### config.mk
export PLATFORM = sky130hd
export DESIGN_NAME = tlv_eeprom_record_parser_top
export DESIGN_NICKNAME = d
export VERILOG_FILES = /design/src/tlv_pkg.sv /design/src/tlv_front.sv /design/src/tlv_evq.sv /design/src/tlv_back.sv /design/src/tlv_eeprom_record_parser_top.sv
export SDC_FILE = /design/constraint.sdc
export NUM_CORES = 1
export LEC_CHECK = 0
export BUFFER_PORTS_ARGS = -buffer_cell sky130_fd_sc_hd__buf_2
export CORE_MARGIN = 2
export CORE_UTILIZATION = 30
export CTS_BUF_LIST = sky130_fd_sc_hd__clkbuf_8
export DETAILED_ROUTE_END_ITERATION = 6
export PLACE_DENSITY = 0.47
export REMOVE_ABC_BUFFERS = 1
export SYNTH_ARGS = -nofsm -noshare
export SYNTH_HDL_FRONTEND = slang
export SYNTH_SLANG_ARGS = --single-unit
### constraint.sdc
create_clock -name i_clk -period 8.25 [get_ports i_clk]
set_input_delay 0.4125 -clock i_clk [delete_from_list [all_inputs] [get_ports i_clk]]
set_output_delay 0.4125 -clock i_clk [all_outputs]
set_load 0.005 [all_outputs]
### src/tlv_pkg.sv
// Shared types, codes and tag table for the TLV record parser.
// No dependencies.
`timescale 1ns / 1ps

package tlv_pkg;

    localparam int IMAGE_BYTES_DEF = 128;
    localparam int FIELD_BYTES_DEF = 16;
    localparam int QUEUE_DEPTH_DEF = 4;

    typedef enum logic [1:0] {
        PH_TAG  = 2'd0,
        PH_LEN  = 2'd1,
        PH_VAL  = 2'd2,
        PH_HALT = 2'd3
    } t_phase;

    typedef enum logic [1:0] {
        ST_VALUE = 2'd0,
        ST_EMPTY = 2'd1,
        ST_HALT  = 2'd2,
        ST_OVER  = 2'd3
    } t_status;

    localparam logic [3:0] KIND_CHECKSUM  = 4'd0;
    localparam logic [3:0] KIND_HWTYPE    = 4'd1;
    localparam logic [3:0] KIND_PLATFORMS = 4'd2;
    localparam logic [3:0] KIND_DIRECTIVE = 4'd3;
    localparam logic [3:0] KIND_PART      = 4'd4;
    localparam logic [3:0] KIND_SERIAL    = 4'd5;
    localparam logic [3:0] KIND_DATE      = 4'd6;
    localparam logic [3:0] KIND_ASSEMBLY  = 4'd7;
    localparam logic [3:0] KIND_CLEI      = 4'd8;

    localparam logic [7:0] TAG_CHECKSUM  = 8'h00;
    localparam logic [7:0] TAG_HWTYPE    = 8'h01;
    localparam logic [7:0] TAG_PLATFORMS = 8'h03;
    localparam logic [7:0] TAG_DIRECTIVE = 8'h05;
    localparam logic [7:0] TAG_PART      = 8'h15;
    localparam logic [7:0] TAG_SERIAL    = 8'h16;
    localparam logic [7:0] TAG_DATE      = 8'h17;
    localparam logic [7:0] TAG_ASSEMBLY  = 8'h1b;
    localparam logic [7:0] TAG_CLEI      = 8'h1a;

    localparam logic [7:0] DIRECTIVE_BYTES = 8'd4;

    // Classified byte handed from the parser to the result stage.
    typedef struct packed {
        logic [3:0] kind;
        t_status    status;
        logic [7:0] idx;
        logic [7:0] value;
        logic       rec_end;
    } t_evt;

    typedef struct packed {
        logic       known;
        logic [3:0] kind;
    } t_tag_info;

    function automatic t_tag_info tag_lookup(input logic [7:0] tag);
        t_tag_info info;
        info.known = 1'b1;
        case (tag)
            TAG_CHECKSUM:  info.kind = KIND_CHECKSUM;
            TAG_HWTYPE:    info.kind = KIND_HWTYPE;
            TAG_PLATFORMS: info.kind = KIND_PLATFORMS;
            TAG_DIRECTIVE: info.kind = KIND_DIRECTIVE;
            TAG_PART:      info.kind = KIND_PART;
            TAG_SERIAL:    info.kind = KIND_SERIAL;
            TAG_DATE:      info.kind = KIND_DATE;
            TAG_ASSEMBLY:  info.kind = KIND_ASSEMBLY;
            TAG_CLEI:      info.kind = KIND_CLEI;
            default: begin
                info.known = 1'b0;
                info.kind  = KIND_CHECKSUM;
            end
        endcase
        return info;
    endfunction

endpackage

### src/tlv_front.sv
// Parse state machine: classifies accepted bytes, some into result events.
// Depends on tlv_pkg.
`timescale 1ns / 1ps

module tlv_front
    import tlv_pkg::*;
#(
    parameter int IMAGE_BYTES = IMAGE_BYTES_DEF,
    parameter int FIELD_BYTES = FIELD_BYTES_DEF
) (
    input  logic       i_clk,
    input  logic       i_rst_n,
    input  logic       i_accept,
    input  logic [7:0] i_data_byte,
    input  logic       i_image_start,
    output logic       o_evt_valid,
    output t_evt       o_evt
);

    localparam int         PW      = $clog2(IMAGE_BYTES + 1);
    localparam logic [PW-1:0] POS_LIMIT = PW'(IMAGE_BYTES);
    localparam logic [7:0] STR_CAP = 8'(FIELD_BYTES - 1);

    t_phase        r_phase, n_phase;
    logic [3:0]    r_kind, n_kind;
    logic [7:0]    r_left, n_left;
    logic [7:0]    r_vpos, n_vpos;
    logic [PW-1:0] r_pos, n_pos;

    t_phase        e_phase;
    logic [PW-1:0] e_pos;
    logic          live;
    t_tag_info     tag;
    logic [7:0]    left_dec;
    logic [7:0]    cap;

    // image_start restarts the parse on this very byte
    always_comb begin
        e_phase  = i_image_start ? PH_TAG : r_phase;
        e_pos    = i_image_start ? '0 : r_pos;
        live     = i_accept && (e_pos < POS_LIMIT);
        tag      = tag_lookup(i_data_byte);
        left_dec = (r_left != 8'd0) ? r_left - 8'd1 : 8'd0;
        if (r_kind == KIND_DIRECTIVE) begin
            cap = DIRECTIVE_BYTES;
        end else if (r_kind <= KIND_PLATFORMS) begin
            cap = 8'd1;
        end else begin
            cap = STR_CAP;
        end
    end

    // next state
    always_comb begin
        n_phase = i_accept ? e_phase : r_phase;
        if (live) begin
            case (e_phase)
                PH_TAG: begin
                    if (!tag.known) begin
                        n_phase = PH_HALT;
                    end else if (tag.kind == KIND_HWTYPE) begin
                        n_phase = PH_VAL;
                    end else begin
                        n_phase = PH_LEN;
                    end
                end
                PH_LEN:  n_phase = (i_data_byte == 8'd0) ? PH_TAG : PH_VAL;
                PH_VAL:  n_phase = (left_dec == 8'd0) ? PH_TAG : PH_VAL;
                PH_HALT: n_phase = PH_HALT;
                default: n_phase = PH_TAG;
            endcase
        end
    end

    // datapath and event outputs
    always_comb begin
        n_kind          = r_kind;
        n_left          = r_left;
        n_vpos          = r_vpos;
        n_pos           = i_accept ? e_pos : r_pos;
        o_evt_valid     = 1'b0;
        o_evt.kind      = r_kind;
        o_evt.status    = ST_VALUE;
        o_evt.idx       = r_vpos;
        o_evt.value     = i_data_byte;
        o_evt.rec_end   = 1'b0;
        if (live) begin
            n_pos = e_pos + PW'(1);
            case (e_phase)
                PH_TAG: begin
                    n_vpos = 8'd0;
                    if (!tag.known) begin
                        o_evt_valid  = 1'b1;
                        o_evt.kind   = KIND_CHECKSUM;
                        o_evt.status = ST_HALT;
                        o_evt.idx    = 8'd0;
                    end else begin
                        n_kind = tag.kind;
                        if (tag.kind == KIND_HWTYPE) begin
                            n_left = 8'd1;
                        end
                    end
                end
                PH_LEN: begin
                    n_vpos = 8'd0;
                    n_left = i_data_byte;
                    if (i_data_byte == 8'd0) begin
                        o_evt_valid   = 1'b1;
                        o_evt.status  = ST_EMPTY;
                        o_evt.idx     = 8'd0;
                        o_evt.value   = 8'd0;
                        o_evt.rec_end = 1'b1;
                    end
                end
                PH_VAL: begin
                    o_evt_valid   = 1'b1;
                    o_evt.status  = (r_vpos < cap) ? ST_VALUE : ST_OVER;
                    o_evt.rec_end = (left_dec == 8'd0);
                    n_left        = left_dec;
                    n_vpos        = (r_vpos == 8'hff) ? r_vpos : r_vpos + 8'd1;
                end
                PH_HALT: begin
                end
                default: begin
                end
            endcase
        end
    end

    always_ff @(posedge i_clk) begin
        if (!i_rst_n) begin
            r_phase <= PH_TAG;
            r_kind  <= '0;
            r_left  <= '0;
            r_vpos  <= '0;
            r_pos   <= '0;
        end else begin
            r_phase <= n_phase;
            r_kind  <= n_kind;
            r_left  <= n_left;
            r_vpos  <= n_vpos;
            r_pos   <= n_pos;
        end
    end

endmodule

### src/tlv_evq.sv
// Small event queue between the parser and the result stage.
// Depends on tlv_pkg.
`timescale 1ns / 1ps

module tlv_evq
    import tlv_pkg::*;
#(
    parameter int DEPTH = QUEUE_DEPTH_DEF
) (
    input  logic i_clk,
    input  logic i_rst_n,
    input  logic i_push,
    input  t_evt i_evt,
    input  logic i_pop,
    output logic o_valid,
    output logic o_full,
    output t_evt o_evt
);

    localparam int AW = $clog2(DEPTH);
    localparam int CW = $clog2(DEPTH + 1);
    localparam logic [AW-1:0] LAST = AW'(DEPTH - 1);

    t_evt          r_mem [DEPTH];
    logic [AW-1:0] r_wr, n_wr;
    logic [AW-1:0] r_rd, n_rd;
    logic [CW-1:0] r_cnt, n_cnt;
    logic          do_push, do_pop;

    assign o_valid = (r_cnt != '0);
    assign o_full  = (r_cnt == CW'(DEPTH));
    assign o_evt   = r_mem[r_rd];
    assign do_push = i_push && !o_full;
    assign do_pop  = i_pop && o_valid;

    always_comb begin
        n_wr  = r_wr;
        n_rd  = r_rd;
        n_cnt = r_cnt;
        if (do_push) begin
            n_wr = (r_wr == LAST) ? '0 : r_wr + AW'(1);
        end
        if (do_pop) begin
            n_rd = (r_rd == LAST) ? '0 : r_rd + AW'(1);
        end
        case ({do_push, do_pop})
            2'b10:   n_cnt = r_cnt + CW'(1);
            2'b01:   n_cnt = r_cnt - CW'(1);
            default: n_cnt = r_cnt;
        endcase
    end

    always_ff @(posedge i_clk) begin
        if (do_push) begin
            r_mem[r_wr] <= i_evt;
        end
    end

    always_ff @(posedge i_clk) begin
        if (!i_rst_n) begin
            r_wr  <= '0;
            r_rd  <= '0;
            r_cnt <= '0;
        end else begin
            r_wr  <= n_wr;
            r_rd  <= n_rd;
            r_cnt <= n_cnt;
        end
    end

endmodule

### src/tlv_back.sv
// Result stage: directive word assembly and the output register.
// Depends on tlv_pkg.
`timescale 1ns / 1ps

module tlv_back
    import tlv_pkg::*;
(
    input  logic        i_clk,
    input  logic        i_rst_n,
    input  logic        i_q_valid,
    input  t_evt        i_q_evt,
    output logic        o_q_pop,
    input  logic        i_pop,
    output logic        o_empty,
    output logic [3:0]  o_record_kind,
    output logic [1:0]  o_status,
    output logic [7:0]  o_byte_index,
    output logic [7:0]  o_value_byte,
    output logic        o_record_end,
    output logic [31:0] o_word_value
);

    logic        r_valid;
    logic [31:0] r_acc, n_acc;
    logic [4:0]  shift;
    logic [31:0] contrib;
    logic [31:0] base;
    logic        load;

    assign load    = i_q_valid && (!r_valid || i_pop);
    assign o_q_pop = load;
    assign o_empty = !r_valid;

    // big-endian, left-aligned: byte 0 lands in bits 31:24
    always_comb begin
        shift   = 5'd24 - {i_q_evt.idx[1:0], 3'b000};
        contrib = {24'd0, i_q_evt.value} << shift;
        base    = (i_q_evt.idx == 8'd0) ? 32'd0 : r_acc;
        n_acc   = base;
        if (i_q_evt.kind == KIND_DIRECTIVE && i_q_evt.status == ST_VALUE) begin
            n_acc = base | contrib;
        end
    end

    always_ff @(posedge i_clk) begin
        if (load) begin
            r_acc         <= n_acc;
            o_record_kind <= i_q_evt.kind;
            o_status      <= i_q_evt.status;
            o_byte_index  <= i_q_evt.idx;
            o_value_byte  <= i_q_evt.value;
            o_record_end  <= i_q_evt.rec_end;
            o_word_value  <= (i_q_evt.kind == KIND_DIRECTIVE) ? n_acc : 32'd0;
        end
    end

    always_ff @(posedge i_clk) begin
        if (!i_rst_n) begin
            r_valid <= 1'b0;
        end else if (load) begin
            r_valid <= 1'b1;
        end else if (i_pop) begin
            r_valid <= 1'b0;
        end
    end

endmodule

### src/tlv_eeprom_record_parser_top.sv
// Top level of the TLV identity-memory record parser.
// Depends on tlv_pkg, tlv_front, tlv_evq and tlv_back.
`timescale 1ns / 1ps

// Splits an identity-memory image, fed one byte per item, into
// tag-length-value records. A byte is taken on every cycle in which push
// is high and full is low, and results leave at one per cycle while pop
// is held and empty is low: the rate is one item per clock, set by the
// parse state machine in the front end, which handles each byte as it is
// taken. The parser classifies a byte combinationally as it is taken and
// writes its event into the queue register; the output register then
// loads it from the queue once the output is empty or being popped.
// Bytes that cause no result (known tags, nonzero length bytes, bytes
// past IMAGE_BYTES or after an unknown-tag halt) are still taken.
// full rises only when the QUEUE_DEPTH-entry event queue is full, i.e.
// when the consumer has stopped popping. image_start on a byte restarts
// the parse with that byte taken as a tag. Status codes: value byte,
// empty record end, unknown tag halt, overflow byte (value bytes past
// the field capacity, still reported). word_value carries the
// directive word assembled so far for kind 3 and is zero otherwise.
module tlv_eeprom_record_parser_top
    import tlv_pkg::*;
#(
    parameter int IMAGE_BYTES = IMAGE_BYTES_DEF,
    parameter int FIELD_BYTES = FIELD_BYTES_DEF,
    parameter int QUEUE_DEPTH = QUEUE_DEPTH_DEF
) (
    input  logic        i_clk,
    input  logic        i_rst_n,
    // input side
    input  logic        push,
    output logic        full,
    input  logic [7:0]  i_data_byte,
    input  logic        i_image_start,
    // result side
    output logic        empty,
    input  logic        pop,
    output logic [3:0]  o_record_kind,
    output logic [1:0]  o_status,
    output logic [7:0]  o_byte_index,
    output logic [7:0]  o_value_byte,
    output logic        o_record_end,
    output logic [31:0] o_word_value
);

    logic accept;
    logic evt_valid;
    t_evt evt;
    logic q_valid;
    t_evt q_evt;
    logic q_pop;

    // a byte is only taken when its possible event has a slot
    assign accept = push && !full;

    tlv_front #(
        .IMAGE_BYTES(IMAGE_BYTES),
        .FIELD_BYTES(FIELD_BYTES)
    ) u_front (
        .i_clk        (i_clk),
        .i_rst_n      (i_rst_n),
        .i_accept     (accept),
        .i_data_byte  (i_data_byte),
        .i_image_start(i_image_start),
        .o_evt_valid  (evt_valid),
        .o_evt        (evt)
    );

    tlv_evq #(
        .DEPTH(QUEUE_DEPTH)
    ) u_evq (
        .i_clk  (i_clk),
        .i_rst_n(i_rst_n),
        .i_push (evt_valid),
        .i_evt  (evt),
        .i_pop  (q_pop),
        .o_valid(q_valid),
        .o_full (full),
        .o_evt  (q_evt)
    );

    tlv_back u_back (
        .i_clk        (i_clk),
        .i_rst_n      (i_rst_n),
        .i_q_valid    (q_valid),
        .i_q_evt      (q_evt),
        .o_q_pop      (q_pop),
        .i_pop        (pop),
        .o_empty      (empty),
        .o_record_kind(o_record_kind),
        .o_status     (o_status),
        .o_byte_index (o_byte_index),
        .o_value_byte (o_value_byte),
        .o_record_end (o_record_end),
        .o_word_value (o_word_value)
    );

endmodule

==> reports/results.txt <==
The run finished with clean final reports. For this design, the sink count on the clock tree is 219. Among all flip-flop cells after synthesis, the most frequent one is edfxtp_1.

The run gives 0 as the number of antenna violations at the first check in global routing. The worst hold endpoint is u_back.r_valid. In this run the core area contains 65 standard-cell rows.

Setup violations remaining at the end of the flow were counted as 0. Measured along the x axis, the die boundary spans 183 microns. For the quantity of hold-fixing buffers added after cts, the log shows 0. The root buffer cell chosen for the clock tree is clkbuf_8. The run gives 20400 microns as the aggregate routed wire length.

At the end of routability-driven placement, the weighted congestion stood at 0.751. Headroom to the max-slew limit came out at 39.9%. The top cell type's share of synthesized area works out to 56.0%. Setup repair after global routing left no endpoint under its margin.

Walking the worst path, the cells encountered are buf_4 > mux4_2 > and4bb_1 > buf_4 > and2_2 > nand3b_1 > o21ai_0. Summed over all nets, the half-perimeter wirelength after detailed placement is 12900 microns. The via count of the first global-routing pass was 5830. In the routed design, unresolved DRC markers number 0. The first routing iteration left 433 violations. The number of H-tree branching levels was 2. The run gives 0 as the antenna diode count. The peak clock frequency supported by timing is 297 MHz. The proportion of layout cells with a drive suffix above 1 was 19.9%; the setup slack after layout was 4.89 ns. The overall track demand over capacity in global routing is 12.2%, and the post-synthesis average cell area is 13.1 sq um.

The worst setup skew after layout came out at 0.0209 ns. For the global route total overflow, the log shows 0. The worst hold path startpoint was pop. The number of storage elements in the synthesis netlist is 219. Class of the tightest hold or removal check: primary input to flop.

TritonCTS built the clock tree. Once the clock tree was built, the resizer swapped 0 gates to a different size. The first-pass iteration count of the detailed router was 4; the maximum number of pins on one net before global-route repair was 65. For this run, global-route usage on met3 was measured as 2.64%. After synthesis the cells add up to 0.00960 sq mm. The final route contains 5961 vias. The post-CTS repair timing setup buffer count was 0; the total of warnings raised by yosys was 0. For this run, global-route usage on met2 was measured as 19.8%. For flop-to-flop paths, the worst setup slack is 4.89 ns.

The final clock period utilization by the worst path works out to 40.7%. Subtracting the final worst setup slack from the clock period gives 3.36 ns. The clock passes through at most 3 buffers. The analysis attributes to cell leakage a power of 3.93 nW. The endpoint identified for the worst register-to-register timing path is u_back.o_word_value[8].

The max-slew violation count was 0; the via density per instance was 4.82. Data on the critical path is required at its endpoint by 8.60 ns. The tools report the worst setup slack before clock tree synthesis as 4.84 ns. Counting stages on the worst path, the most repeated cell is buf_4. The tools report the I/O pin count as 70. For the pin with the worst max-slew slack, the measured transition is 0.895 ns. The floorplan step defined a die boundary enclosing 0.0334 sq mm. The number of buffers added on ports was 69; the met1 usage was 16.6%. The final-layout fill cell count is 3106. The post-detailed-route wirelength per cell is 16.5 microns. Counting flops with a built-in enable in the synthesized netlist gives 179. The first global-routing pass estimated 32500 microns of wire.

Top fanout value on the critical path: 42. On the critical path the largest part of the delay comes from simple AND/OR/NAND/NOR gates. Leading area contributor after synthesis: edfxtp_1.

After routing, the total negative slack on setup checks comes to 0 ns. Path type of the worst setup path: flop to flop. After synthesis, the share of flip-flops with an asynchronous set or reset is 0%. Area of the core region: 0.0316 sq mm. Across the run, the number of max-cap violations was 0. STA classifies the critical path startpoint as a flop. Counting distinct cell types in the post-synthesis netlist gives 70. After the flow finishes, the layout carries non-filler instances totaling 1237. In this run the power density over the cells is 316 mW/mm^2.

In this run the most used layer during global routing was met2. Counting both buffers and inverters, the worst setup path holds a total of 2. The number of cells on the worst reg-to-reg path is 7. Number of cells traversed by the worst hold path: 4. For the worst ir drop on vdd, the log shows 0.118 mV. The number of placed cells counting well taps is 1168, and the clock edge transition at the registers on the reported setup and hold paths is 0.05 ns. Relative to the synthesized area, the layout overhead comes to 15.1%. Data on the critical path arrives at its endpoint at 3.71 ns.

The total CTS buffers was 40; the antenna violation net count after detailed routing was 0. The run gives 0.54 ns as the clock network latency to the later pin of the worst-skew pair. In this design, the stage delay of the slowest critical-path cell is 0.57 ns.

Ranked by total cell area, the synthesized netlist is headed by edfxtp_1 56%, dfxtp_1 8.3%, mux4_2 5.4%. Summing the sequential cell areas from Yosys gives 64.4% of the chip area. STA classifies the critical path endpoint as a flop. For this run, the post-layout net count is 840.

For this design, the slowest cell found on the critical path is mux4_2. The tools report the gate count of the mapped netlist as 733. The initial standard-cell utilization of the core came out at 30.4%. The final count of hold timing violations was 0; the vertical extent of the die was 183 microns.
## sequential cells by signal, indices dropped and copies added, names as in the netlist, 8 cells and up, named ones only
name                 cells
u_back.r_acc            32
u_back.o_byte_index      8
u_back.o_value_byte      8
u_front.r_left           8
u_evq.r_mem             92
u_front.r_vpos           8
u_front.r_pos            8
u_back.o_word_value     32
## where the power goes
group	switching (mW)	internal (mW)	leakage [nW]	total (mW)
clock	0.440	0.513	0.435	0.953
sequential	0.104	1.60	2.03	1.70
combinational	0.496	0.332	1.46	0.828
## worst max path at each step
stage / endpoint / depth (start not counted) / slack [ns]
floorplan: u_evq.r_cnt[2] / 8 / 1.63
detailed placement: u_evq.r_cnt[2] / 14 / 4.84
global placement: u_back.o_word_value[8] / 7 / 4.87
finish: u_back.o_word_value[8] / 7 / 4.89
global route: u_back.o_word_value[8] / 7 / 4.65
CTS: u_back.o_word_value[8] / 7 / 4.82
## stage by stage
step | power, mW | hold slack [ns] | area [sq um] | utilization (%)
after floorplan | 2.25 | 0.445 | 9370 | -
after global placement | 2.57 | 0.490 | 10300 | 32.7
after detailed placement | 2.58 | 0.488 | 10300 | 32.7
after CTS | 3.55 | 0.179 | 11000 | 35.0
after global routing | 3.71 | 0.200 | 11000 | 35.0
final | 3.49 | 0.203 | 11000 | 35.0
## tightest hold or removal path, cell delays in order
cell	delay, ns
buf_2	0.07
inv_1	0.06
nand2_1	0.07
a21oi_1	0.05
## routing by layer
layer / vias up / routed length [microns] / part of all wire, %
met5: - / 0 / 0
met4: 0 / 354 / 1.7
met3: 31 / 990 / 4.8
met2: 130 / 9580 / 47
met1: 2868 / 9510 / 47
li1: 2932 / - / -
## placed cells by master, fill, tap and decap left out, types with 3 or more instances in the layout
cell type  count
a2111oi_0      3
dfxtp_1       40
or3_1          8
mux2i_1        6
nor4_1         7
clkinv_1       5
a21boi_0       5
nand3_1       42
edfxtp_1     179
nor2_1        35
buf_4         10
a211oi_1       5
a21oi_1       11
buf_2         69
nor3_1        11
xor2_1         3
and3_1         6
a22oi_1        3
nor2b_1        6
o21ai_0       38
nand2_1       66
mux4_2        23
a22o_1         6
o21ai_1       41
clkbuf_8      43
nor3b_1        5
nor4b_1        4
nand4_1        5
ha_1          18
a21o_1         5
xnor2_1        9
nand2b_1       5
inv_1         39
and2_1        17
## cells in the mapped netlist, types with 6 or more instances
library cell and count:
a21oi_1 12, a22o_1 6, and2_1 17, and3_1 6, buf_2 16, clkbuf_1 23, dfxtp_1 40, edfxtp_1 179
ha_1 18, inv_1 23, mux2i_1 6, mux4_2 23, nand2_1 66, nand3_1 42, nor2_1 35, nor2b_1 6
nor3_1 11, nor4_1 7, o21ai_0 38, o21ai_1 41, or3_1 8, xnor2_1 9
## logic make-up (layout without fill, tap and decap cells)
logic type / count (synthesis) / after routing / share of synthesized area, %
AOI/OAI and AO/OA: 144 / 144 / 9.34
xor gates and xnor gates: 12 / 12 / 1.10
adders and majority gates: 19 / 19 / 2.56
buffers and inverters: 70 / 172 / 3.26
DFF: 219 / 219 / 64.4
muxes: 31 / 31 / 6.26
and+or+nand+nor: 238 / 238 / 13.1
## layout make-up
class	instances	area, sq um	area share (%)
Sequential cell	219	6180	55.9
Multi-Input combinational cell	444	3120	28.2
Clock buffer	43	592	5.36
Tap cell	402	503	4.55
Timing Repair Buffer	79	420	3.81
Clock inverter	26	145	1.31
Inverter	24	90.1	0.816
Power figures use the tool's default switching activity.
